## config.mk

```make
export PLATFORM = sky130hd
export DESIGN_NAME = pae_total
export DESIGN_NICKNAME = d
export VERILOG_FILES = /design/src/design/pae_pkg.sv /design/src/design/pae_total.sv
export SDC_FILE = /design/constraint.sdc
export NUM_CORES = 1
export LEC_CHECK = 0
export BUFFER_PORTS_ARGS = -buffer_cell sky130_fd_sc_hd__buf_4
export CELL_PAD_IN_SITES_DETAIL_PLACEMENT = 1
export CELL_PAD_IN_SITES_GLOBAL_PLACEMENT = 1
export CORE_MARGIN = 5
export CORE_UTILIZATION = 46
export CTS_BUF_LIST = sky130_fd_sc_hd__clkbuf_8
export CTS_CLUSTER_SIZE = 40
export DETAILED_ROUTE_END_ITERATION = 8
export PLACE_DENSITY = 0.9
export RECOVER_POWER = 100
export SLEW_MARGIN = 0
export SYNTH_ARGS = -nofsm -noshare
export SYNTH_HDL_FRONTEND = slang
export SYNTH_SLANG_ARGS = --single-unit
```

## constraint.sdc

```tcl
create_clock -name clk -period 10.78 [get_ports clk]
set_input_delay 3.234 -clock clk [delete_from_list [all_inputs] [get_ports clk]]
set_output_delay 3.234 -clock clk [all_outputs]
set_load 0.01 [all_outputs]
```

## src/design/pae_pkg.sv

```systemverilog
// Package for the polygon area block: widths, stage payload types and the
// saturating arithmetic shared by the pipeline stages. No dependencies.
`timescale 1ns / 1ps

package pae_pkg;

  localparam int COORD_WIDTH   = 24;
  localparam int PROD_WIDTH    = 2 * COORD_WIDTH;
  localparam int SUM_WIDTH     = 64;
  localparam int AREA_WIDTH    = SUM_WIDTH - 2;
  localparam int IN_DATA_WIDTH  = ((2 * COORD_WIDTH + 7) / 8) * 8;
  localparam int OUT_DATA_WIDTH = ((AREA_WIDTH + 7) / 8) * 8;
  localparam int IN_USER_WIDTH  = 2;
  localparam int USER_EXCL_BIT  = 0;
  localparam int USER_PEND_BIT  = 1;

  localparam logic signed [SUM_WIDTH-1:0] SAT_MAX = {1'b0, {(SUM_WIDTH-1){1'b1}}};
  localparam logic signed [SUM_WIDTH-1:0] SAT_MIN = {1'b1, {(SUM_WIDTH-2){1'b0}}, 1'b1};

  typedef logic signed [COORD_WIDTH-1:0] coord_t;
  typedef logic signed [PROD_WIDTH-1:0]  prod_t;
  typedef logic signed [SUM_WIDTH-1:0]   sum_t;

  // Products of one vertex, leaving the multiplier stage
  typedef struct packed {
    prod_t p_prev_a;   // prev_x * y
    prod_t p_prev_b;   // x * prev_y
    prod_t p_close_a;  // x * first_y
    prod_t p_close_b;  // first_x * y
    logic  has_prev;
    logic  pend;
    logic  excl;
    logic  full;
    logic  mapend;
  } cross_t;

  // Closed polygon, partial sum plus the closing edge products
  typedef struct packed {
    sum_t  sum_part;
    prod_t p_close_a;
    prod_t p_close_b;
    logic  excl;
    logic  full;
    logic  mapend;
  } close_t;

  // Finished polygon sum, ready for the running total
  typedef struct packed {
    sum_t sum;
    logic excl;
    logic full;
    logic mapend;
  } poly_t;

  function automatic sum_t sext_prod(input prod_t p);
    sext_prod = {{(SUM_WIDTH-PROD_WIDTH){p[PROD_WIDTH-1]}}, p};
  endfunction

  function automatic sum_t sat_add(input sum_t a, input sum_t b);
    logic [SUM_WIDTH:0] s;
    s = {a[SUM_WIDTH-1], a} + {b[SUM_WIDTH-1], b};
    if (!s[SUM_WIDTH] && s[SUM_WIDTH-1]) begin
      sat_add = SAT_MAX;
    end else if (s[SUM_WIDTH] && (!s[SUM_WIDTH-1] || (s[SUM_WIDTH-2:0] == '0))) begin
      sat_add = SAT_MIN;
    end else begin
      sat_add = s[SUM_WIDTH-1:0];
    end
  endfunction

  // a + p, saturate, then - q, saturate
  function automatic sum_t sat_cross(input sum_t a, input prod_t p, input prod_t q);
    sum_t t;
    t = sat_add(a, sext_prod(p));
    sat_cross = sat_add(t, -sext_prod(q));
  endfunction

endpackage

```

## src/design/pae_total.sv

```systemverilog
// Running map total, end-of-map halving and clamp, and the result register
// with its stall control. Depends on pae_pkg.
`timescale 1ns / 1ps

module pae_total (
  input  logic                           clk,
  input  logic                           rst,
  input  logic                           poly_valid,
  input  pae_pkg::poly_t                 poly,
  input  logic                           out_ready,
  output logic                           en,
  output logic                           out_valid,
  output logic [pae_pkg::AREA_WIDTH-1:0] out_area,
  output logic                           out_map_valid
);

  pae_pkg::sum_t area_total;
  logic          perimeter_ok;
  pae_pkg::sum_t delta;
  pae_pkg::sum_t total_next;
  logic          perimeter_ok_next;
  logic          total_pos;

  always_comb begin
    en = !(poly_valid && poly.mapend && out_valid && !out_ready);
    delta = (poly.sum[pae_pkg::SUM_WIDTH-1] ^ poly.excl) ? -poly.sum : poly.sum;
    total_next = poly.full ? pae_pkg::sat_add(area_total, delta) : area_total;
    perimeter_ok_next = perimeter_ok | (poly.full & ~poly.excl);
    total_pos = !total_next[pae_pkg::SUM_WIDTH-1] && (total_next != '0);
  end

  always_ff @(posedge clk) begin
    if (rst) begin
      area_total   <= '0;
      perimeter_ok <= 1'b0;
      out_valid    <= 1'b0;
    end else begin
      if (out_valid && out_ready) begin
        out_valid <= 1'b0;
      end
      if (en && poly_valid) begin
        if (poly.mapend) begin
          area_total   <= '0;
          perimeter_ok <= 1'b0;
          out_valid    <= 1'b1;
        end else begin
          area_total   <= total_next;
          perimeter_ok <= perimeter_ok_next;
        end
      end
    end
  end

  always_ff @(posedge clk) begin
    if (en && poly_valid && poly.mapend) begin
      out_area      <= total_pos ? total_next[pae_pkg::SUM_WIDTH-2:1] : '0;
      out_map_valid <= perimeter_ok_next;
    end
  end

endmodule

```

# Word-level counts from Yosys, hierarchy flattened

Index checks and enable logic that the tools add are counted.

ROM bits: 0
Register bits: 129
Latch bits: 0
Output and inout bits: 65
Memory bits (writable): 0
Memories: 0
Input bits: 71

Mux-type cells: 9
Eq/ne operators: 0
Magnitude comparators: 0
Div/mod/pow operators: 0
Shift-type cells: 0
Reductions and logical operators: 17
$add $sub $neg: 2
Bitwise logic cells: 4
Multipliers: 0

Operators with widths:

| cell                    | number |
|---|---|
| two-way mux 64 bit      | 5 |
| adder 64 x 64 -> 65 bit | 1 |
| negator 64 bit          | 1 |
| nonzero test 64 bit     | 1 |
| zero test 63 bit        | 1 |
| logical AND 1 bit       | 9 |
| zero test 1 bit         | 5 |
| two-way mux 1 bit       | 4 |
| bitwise AND 1 bit       | 1 |
| logical OR 1 bit        | 1 |
| inverter 1 bit          | 1 |
| bitwise OR 1 bit        | 1 |
| XOR 1 bit               | 1 |

# Depth between registers and ports, before layout

Gate-level depths: netlist of the first run.

Depth after elaboration: 11
Depth in mapped cells: 25

# Least setup slack after synthesis of the first run

OpenSTA, ideal clock, no wires.

Path type: input -> register
Start point: input poly[12] in the netlist's numbering
End point: register out_area[38] in the netlist's numbering (data pin)
Data required time: 10510 ps
Arrival time: 8524 ps
Cell stages on the path: 22
Setup slack: 1986 ps
Buffers on the path: 2
Cell sequence: or4_1 nor4_1 nand2b_1 nor4b_2 nand3_1 nor2_2 nand2_1 nor3_2 a21oi_1 xor2_1 ha_1 clkbuf_1 and4_1 nand2_1 or4_1 a21oi_1 o22ai_1 xnor2_1 clkbuf_1 o21ai_1 a21oi_1 o32ai_1

Cells in the longest elaborated chain, start to end: 11
Elaborated cells on any way between the ends: 15

RTL lines:

| element                                                | line            | text |
|---|---|---|
| from (decl)                                            | pae_total.sv:9  | `input pae_pkg::poly_t poly,` |
| negator 64 bit                                         | pae_total.sv:26 | `delta = (poly.sum[pae_pkg::SUM_WIDTH-1] ^ poly.excl) ? -poly.sum : poly.sum;` |
| two-way mux 64 bit *                                   | pae_total.sv:26 |  |
| adder 64 x 64 -> 65 bit *                              | pae_pkg.sv:61   | `s = {a[SUM_WIDTH-1], a} + {b[SUM_WIDTH-1], b};` |
| zero test 63 bit or zero test 1 bit (tied branches)    | pae_pkg.sv:64   | `end else if (s[SUM_WIDTH] && (!s[SUM_WIDTH-1] \|\| (s[SUM_WIDTH-2:0] == '0))) begin` |
| logical OR 1 bit                                       | pae_pkg.sv:64   |  |
| logical AND 1 bit                                      | pae_pkg.sv:64   |  |
| two-way mux 64 bit                                     | pae_pkg.sv:64   |  |
| two-way mux 64 bit *                                   | pae_pkg.sv:62   | `if (!s[SUM_WIDTH] && s[SUM_WIDTH-1]) begin` |
| two-way mux 64 bit *                                   | pae_total.sv:27 | `total_next = poly.full ? pae_pkg::sat_add(area_total, delta) : area_total;` |
| nonzero test 64 bit or zero test 1 bit (tied branches) | pae_total.sv:29 | `total_pos = !total_next[pae_pkg::SUM_WIDTH-1] && (total_next != '0);` |
| logical AND 1 bit                                      | pae_total.sv:29 |  |
| to (signal assigned)                                   | pae_total.sv:56 | `out_area <= total_pos ? total_next[pae_pkg::SUM_WIDTH-2:1] : '0;` |
| to (decl)                                              | pae_total.sv:13 | `output logic [pae_pkg::AREA_WIDTH-1:0] out_area,` |

Every way passes the cells marked *; elsewhere a longest branch is shown, timed or not.
A chain may end at the register's enable or synchronous reset.

# Worst setup path in the final report of the first run

Start point: input poly[12] in the netlist's numbering
End point: register out_area[15] in the netlist's numbering (data pin)

The elaborated chain is that of the path after synthesis.

==> results of run 1 <==
## metal layers
layer / GRT usage, % / routed length (um) / vias to the layer above
met3: 6.21 / 6000 / 108
met4: 8.58 / 1320 / 2
met1: 48.6 / 22900 / 6906
met2: 50.9 / 22900 / 781
met5: 0 / 13 / -
li1: - / - / 6258
## through the flow
stage          std cells  cell area, um^2  power, mW
2_1_floorplan       1641            12500       1.13
5_1_grt             2063            13700       1.96
6_report            2063            13700       1.88
3_5_place_dp        2031            13700       1.43
3_3_place_gp        2031            13700       1.40
4_1_cts             2063            14100       1.87
## synthesized netlist by cell type (5+ instances only)
| cell type | n |
|---|---|
| a31o_2 | 5 |
| inv_1 | 41 |
| xnor2_1 | 53 |
| buf_2 | 13 |
| o21a_1 | 21 |
| o31a_1 | 5 |
| clkbuf_1 | 92 |
| nor3_1 | 33 |
| o22ai_1 | 5 |
| o211a_1 | 5 |
| nand4_1 | 34 |
| nor2b_1 | 7 |
| a21boi_0 | 6 |
| a32o_1 | 8 |
| o21bai_1 | 15 |
| o211ai_1 | 26 |
| and4_1 | 8 |
| maj3_1 | 10 |
| nor2_1 | 143 |
| nor4_1 | 20 |
| xor2_1 | 53 |
| o41ai_1 | 6 |
| dfxtp_1 | 66 |
| o21ai_0 | 165 |
| or3_1 | 11 |
| a22o_1 | 5 |
| o31ai_1 | 15 |
| o21ai_1 | 32 |
| ha_1 | 65 |
| edfxtp_1 | 63 |
| a31oi_1 | 11 |
| a21o_1 | 15 |
| o221ai_2 | 23 |
| nand3_1 | 54 |
| or4_1 | 13 |
| a211oi_1 | 21 |
| and3_1 | 5 |
| a211o_1 | 6 |
| a21oi_1 | 140 |
| nand2_1 | 202 |
| nand2b_1 | 11 |
| and2_1 | 11 |
| o32ai_1 | 8 |
## power by group through the flow
| stage | sequential [mW] | combinational (mW) | clock (mW) |
|---|---|---|---|
| after floorplan | 0.586 | 0.548 | 0 |
| after global placement | 0.590 | 0.808 | 0 |
| after detailed placement | 0.593 | 0.837 | 0 |
| after CTS | 0.582 | 0.846 | 0.437 |
| after global routing | 0.587 | 0.913 | 0.462 |
| final | 0.585 | 0.852 | 0.439 |
## kinds of logic after synthesis
| kind of cell | Yosys count | synth area share (%) |
|---|---|---|
| AOI/OAI and AO/OA | 594 | 31.6 |
| buffers and inverters | 151 | 4.91 |
| muxes | 4 | 0.331 |
| DFF | 129 | 25.7 |
| xor gates and xnor gates | 106 | 7.44 |
| and+or+nand+nor | 581 | 22.5 |
| adders and majority gates | 76 | 7.48 |
## how the worst min path moves through the flow
| stage | from | end |
|---|---|---|
| 4_1_cts | perimeter_ok | perimeter_ok |
| 6_report | perimeter_ok | perimeter_ok |
| 2_1_floorplan | area_total[51] | area_total[51] |
| 5_1_grt | perimeter_ok | perimeter_ok |
| 3_3_place_gp | perimeter_ok | perimeter_ok |
| 3_5_place_dp | perimeter_ok | perimeter_ok |
## flip-flops by register name (all words and copies together), names as in the netlist
signal / count
out_map_valid: 1
out_valid: 1
perimeter_ok: 1
out_area: 62
area_total: 64
## layout make-up
class / count / area share (%)
Inverter: 42 / 1.15
Multi-Input combinational cell: 1361 / 62.5
Clock buffer: 17 / 1.71
Timing Repair Buffer: 158 / 6.84
Sequential cell: 129 / 23.5
Clock inverter: 15 / 1.23
Tap cell: 341 / 3.12
## critical path, stage by stage
cell and delay [ns]:
clkbuf_1 0.10, or4_1 0.59, nor4_1 0.31, nand2b_1 0.18, nor4_1 0.55, and2_1 0.36
and3_1 0.35, nand2_1 0.16, nor3_1 0.46, a21oi_1 0.18, xor2_1 0.18, ha_1 0.41
and4_1 0.27, nand2_1 0.08, or4_1 0.57, a21oi_1 0.18, o22ai_1 0.19, xnor2_2 0.70
buf_4 0.44, o21ai_0 0.19, o21ai_0 0.44
==> flow_summary.yaml, run 1 <==
route:
  drt_first_pass_iters: 5
  vias_after_detailed_routing: 14100
  drt-initial-drc-count: 1549
  post_drt_wl_per_cell_um: 25.8
  post-route-drc-count: 0
  detail_routed_via_count_per_cell: 6.81
  ant_nets: 0
  drt_wl_total_um: 53100
yosys:
  syn-cell-area_um2: 12500
  synth_enable_flop_cells: 63
  synthDistinctLibCells: 89
  synthesized_instance_count: 1641
  synth_top_area_cells: "edfxtp_1, dfxtp_1, o21ai_0, ha_1, nand2_1"
  synth_area_per_cell_um2: 7.61
  synthesis.yosys.warnings: 0
  synth_async_sr_flop_share_pct: 0
  synth_area_leader_cell: "edfxtp_1"
  seq_area_frac_synth_pct: 25.7
  flops_latches_synth: 129
  synth.net_count: 1778
  ys_dominant_reg_cell: "dfxtp_1"
  synth.top_cell.area_share_pct: 15.2
floorplan:
  die-width_um: 175
  core_area_um2: 26800
  io-pin-count: 136
  die_area_um2: 30500
  chipHeight_um: 175
  placementRows: 60
  initial_core_utilization_pct: 46.6
place:
  globalplace.congestion: 0.990
  place.detailed.hpwl_um: 42000
  place_ws_ns: 0.707
  place.port_buffers: 135
cts:
  clockBufferDepth: 2
  htreeDepth: 4
  tritoncts.num_buffers: 17
  worst_skew_pair.late_latency_ns: 0.46
  cts_repair_resize_count: 0
  clock_tree_from_tritoncts: "done"
  post_cts.repair.setup_buffers: 0
  clock_sink_count: 129
  cts.hold.buffers_added: 0
  cts_root_buf: "clkbuf_8"
  clk_pin_slew_worst_paths_ns: 0.08
layout:
  seqCellArea_um2: 3210
  final_net_count: 1846
  final_core_util_pct: 51.1
  drive_above_1_share_pct: 9.47
  layout.cells.most_common: "nand2_1"
  multiInputGateArea_um2: 8550
  final_cell_mix: "nand2_1, o21ai_0, nor2_1"
  syn_to_final_growth_pct: 9.67
  num-fill-cells: 3408
  antenna_cells: 0
critical_path:
  crit_reg_reg_endpoint: "area_total[3]"
  worst_setup_path_end_kind: "flop"
  crit_path_end: "out_area[15]"
  kind_of_start_point_of_the_critical_path: "primary input"
  timing.reg2reg.setup_slack_ns: 5.02
  worst_setup_path_startpoint: "poly[12]"
  cp_data_required_time_ns: 10.96
  critPathMaxFanout: 30
  timing.critical_path.arrival_ns: 10.15
  reg2reg_from: "area_total[0]"
  worst-setup-path-type: "primary input to flop"
  ff2ff_path_depth: 14
power_and_ir_drop:
  power.density_cell_area_nw_per_um2: 137
  netSwitchingFraction_pct: 45.0
  int_pwr_mw: 1.03
  leakage_nw: 5.07
  peakVddDrop_v: 0.0000835
  p_comb_share_pct: 45.4
  power.net_switching_mw: 0.845
  power_frac_seq_pct: 31.2
  clkPwrFrac_pct: 23.4
run_status:
  outcome: "finished with violations"
  failed_checks: "capacitance limit, slew limit"
global_route:
  grt_max_degree: 78
  grt_first_pass_wirelength_um: 80500
  grtUsageTotal_pct: 33.3
  grt_overflow_total: 0
  grt_antenna_before_repair: 1
  grt_pass1_vias: 13600
timing:
  setup-tns-final_ns: 0
  final-hold-violation-count: 0
  post-route-worst-setup-slack_ns: 0.810
  rsz0062_at_grt: "no"
  timing.final.crit_share_pct: 92.5
  drv_slew: 143
  max_freq_ghz: 0.100
  timing.clock.skew_ns: 0.0175
  final_period_minus_worst_setup_slack_ns: 9.97
  worst_slew_pin_slew_ns: 3.50
  hold_ws_ns: 0.528
  maxSlewHeadroom_pct: -133
  setup_viol: 0
hold_path:
  whs_path_depth: 1
  min_path_type: "flop to flop"
run:
  timing.max_cap.violations: 2
(Power assumes the default switching activity.)
==> inputs of run 2 (changes only) <==
- ABC_AREA: not set -> 1
- CORE_UTILIZATION: 46 -> 43
==> run 2 against run 1 <==
  * The flow still finishes with violations (capacitance limit, slew limit)
  * First-iteration DRC count decreased by 3.8%
  * Combinational power decreased by 5.2%
  * Count of clock-buffer cells in the layout unchanged
  * Synthesized area increased by 11%
  * Global-route usage decreased by 1.5 points
  * Via count increased by 16%
  * Cell area increased by 13%
  * Cell count increased by 45%
  * Flip-flop and latch count unchanged
  * Total power decreased by 2.9%
  * Sequential power decreased by 1%
  * Core utilization decreased by 2.1 points
==> flow_summary.yaml, run 2 <==
run_status:
  outcome: "finished with violations"
  failed_checks: "capacitance limit, slew limit"
critical_path:
  critPathMaxFanout: 63
  kind_of_start_point_of_the_critical_path: "primary input"
  worst-setup-path-type: "primary input to flop"
  worst_path_dominant_cell_family: "simple AND/OR/NAND/NOR gates"
  cp_data_required_time_ns: 10.95
  ff2ff_path_depth: 30
  worst_path_max_delay_cell: "ha_1"
  timing.critical_path.arrival_ns: 10.33
  cp_slowest_stage_delay_ns: 0.45
  path_buf_inv: 8
  timing.critical_path.depth: 42
  worst_setup_path_end_kind: "flop"
  path_common_cell: "nand2_1"
floorplan:
  initial_core_utilization_pct: 43.8
  placementRows: 65
  chipHeight_um: 190
  io-pin-count: 136
  die-width_um: 190
  core_area_um2: 31700
  die_area_um2: 36000
cts:
  clock_tree_from_tritoncts: "done"
  clockBufferDepth: 2
  tritoncts.num_buffers: 17
  htreeDepth: 4
  cts_root_buf: "clkbuf_8"
  worst_skew_pair.late_latency_ns: 0.45
  clock_sink_count: 129
  clk_pin_slew_worst_paths_ns: 0.08
yosys:
  largest_family_of_logic_cells_by_synthesized_area: "simple AND/OR/NAND/NOR gates"
  synthDistinctLibCells: 38
  synth.net_count: 2598
  syn-cell-area_um2: 13900
  yosys.area_share.adder_pct: 6.00
  ys_dominant_reg_cell: "dfxtp_1"
  synth_top_area_cells: "nand2_1, edfxtp_1, inv_1, dfxtp_1, ha_1"
  seq_area_frac_synth_pct: 23.1
  flops_latches_synth: 129
  synthesized_instance_count: 2461
  post_synth_and_or_nand_nor_area_fraction_pct: 46.1
  synthMuxAreaShare_pct: 0
  synth.top_cell.area_share_pct: 26.5
  most_frequently_used_cell_type_in_the_post_synthesis_netlist: "nand2_1"
  post_synth_most_frequent_cells: "nand2_1, inv_1, nor2_1"
  compound_gate_fraction_of_synth_area_pct: 6.02
  synth_area_leader_cell: "nand2_1"
  synth_async_sr_flop_share_pct: 0
  synth_enable_flop_cells: 63
  synthesis.yosys.warnings: 0
  synth_area_per_cell_um2: 5.64
  synth_xor_area_share_pct: 5.23
power_and_ir_drop:
  peakVddDrop_v: 0.0000959
  power.density_cell_area_nw_per_um2: 117
  leakage_nw: 8.15
timing:
  final-hold-violation-count: 0
  final_period_minus_worst_setup_slack_ns: 10.16
  worst_slew_pin_slew_ns: 3.27
  drv_slew: 195
  setup_viol: 0
  timing.clock.skew_ns: 0.00938
  rsz0062_at_grt: "no"
  hold_ws_ns: 0.497
  maxSlewHeadroom_pct: -118
  timing.final.crit_share_pct: 94.2
  max_freq_ghz: 0.0985
  setup-tns-final_ns: 0
layout:
  final_core_util_pct: 48.9
  number_of_flip_flops_under_the_largest_register_name: 64
  antenna_cells: 0
  syn_to_final_growth_pct: 11.8
  largest_register: "area_total"
  layout.cells.most_common: "nand2_1"
  drive_above_1_share_pct: 7.70
  final_cell_mix: "nand2_1, inv_1, nor2_1"
  reg_top3: "area_total: 64 flops, out_area: 62 flops"
  final_net_count: 2710
hold_path:
  whs_path_depth: 2
  min_path_type: "flop to flop"
route:
  vias_after_detailed_routing: 16200
  post_drt_wl_per_cell_um: 19.7
  ant_nets: 0
  drt-initial-drc-count: 1490
  post-route-drc-count: 0
  drt_wl_total_um: 58900
  detail_routed_via_count_per_cell: 5.44
  drt_first_pass_iters: 5
global_route:
  grt_max_degree: 67
  grt_pass1_vias: 16100
  grt_first_pass_wirelength_um: 90100
  grtUsageTotal_pct: 31.8
  grt_antenna_before_repair: 0
  groute.layer.met2.usage_pct: 49.3
  global_route.peak_usage_layer: "met2"
  grt_overflow_total: 0
  grtUsageMet3_pct: 3.80
  globalRouteMet1Util_pct: 47.9
run:
  timing.max_cap.violations: 3
place:
  globalplace.congestion: 1.02
  place.port_buffers: 135
  place.detailed.hpwl_um: 49100
==> run 2: cell count changes after synthesis, sizes merged, moves of 30 or more <==
cell and delta:
o21ai -169, nand3 +67, inv +390, nor3 +64, clkbuf -55, nand2 +778
o211ai -30, or2 +61, nor2 +59
==> run 2: cells by family after synthesis <==
group / after synthesis
AO/OA/AOI/OAI: 160
XOR/XNOR: 83
adder cells (fa/ha/maj): 66
buffers and inverters: 489
flip-flops: 129
AND/OR/NAND/NOR: 1534
==> run 2: layout make-up <==
cell class	instances	area [um^2]
clock inverter	14	166
tap	402	503
fill	4681	16200
clock buffer	17	234
sequential	129	3210
inverter	434	1630
multi-input combinational	1843	8870
timing repair buffer	148	903
==> run 2: where the power goes <==
part | leakage, nW | internal (mW) | switching, mW
Combinational | 6.82 | 0.244 | 0.564
Clock | 0.195 | 0.227 | 0.208
Sequential | 1.14 | 0.553 | 0.0261
Total | 8.15 | 1.02 | 0.798
==> run 2: worst reg2reg max path: cells and delay by family, from the launching register on <==
family | cells | cell delay, ns
AND/OR/NAND/NOR | 25 | 3.70
adder cells (fa/ha/maj) | 2 | 0.66
buffers and inverters | 3 | 0.50
flip-flops | 1 | 0.33
==> run 2: worst paths after layout <==
check / from / to / slack (ns)
max: poly[3] / out_area[48] / 0.62
min: area_total[58] / area_total[58] / 0.50
max reg2reg: area_total[0] / out_area[48] / 5.27
min reg2reg: area_total[58] / area_total[58] / 0.50
==> run 2: per-layer routing <==
metal	vias up	part of all wire (%)
met1	7863	49
met4	0	1.8
met2	521	43
met5	-	0
met3	66	6.8
li1	7799	-
==> run 2: metrics by stage <==
stage          std cells  total power [mW]  setup WS, ns  instance area, um^2
6_report            2987              1.82         0.623                15500
5_1_grt             2987              1.92        0.0159                15500
4_1_cts             2985              1.81         0.261                15700
3_5_place_dp        2954              1.38        -0.184                15300
3_3_place_gp        2954              1.35        0.0451                15300
2_1_floorplan       2461              1.09          1.89                13900
==> run 2: what timing repair did <==
item,in CTS,in global routing
resized for setup,0,11
hold buffers,0,0
setup buffers,0,1
endpoints found under the hold margin,0,0
setup endpoints to repair,0,62
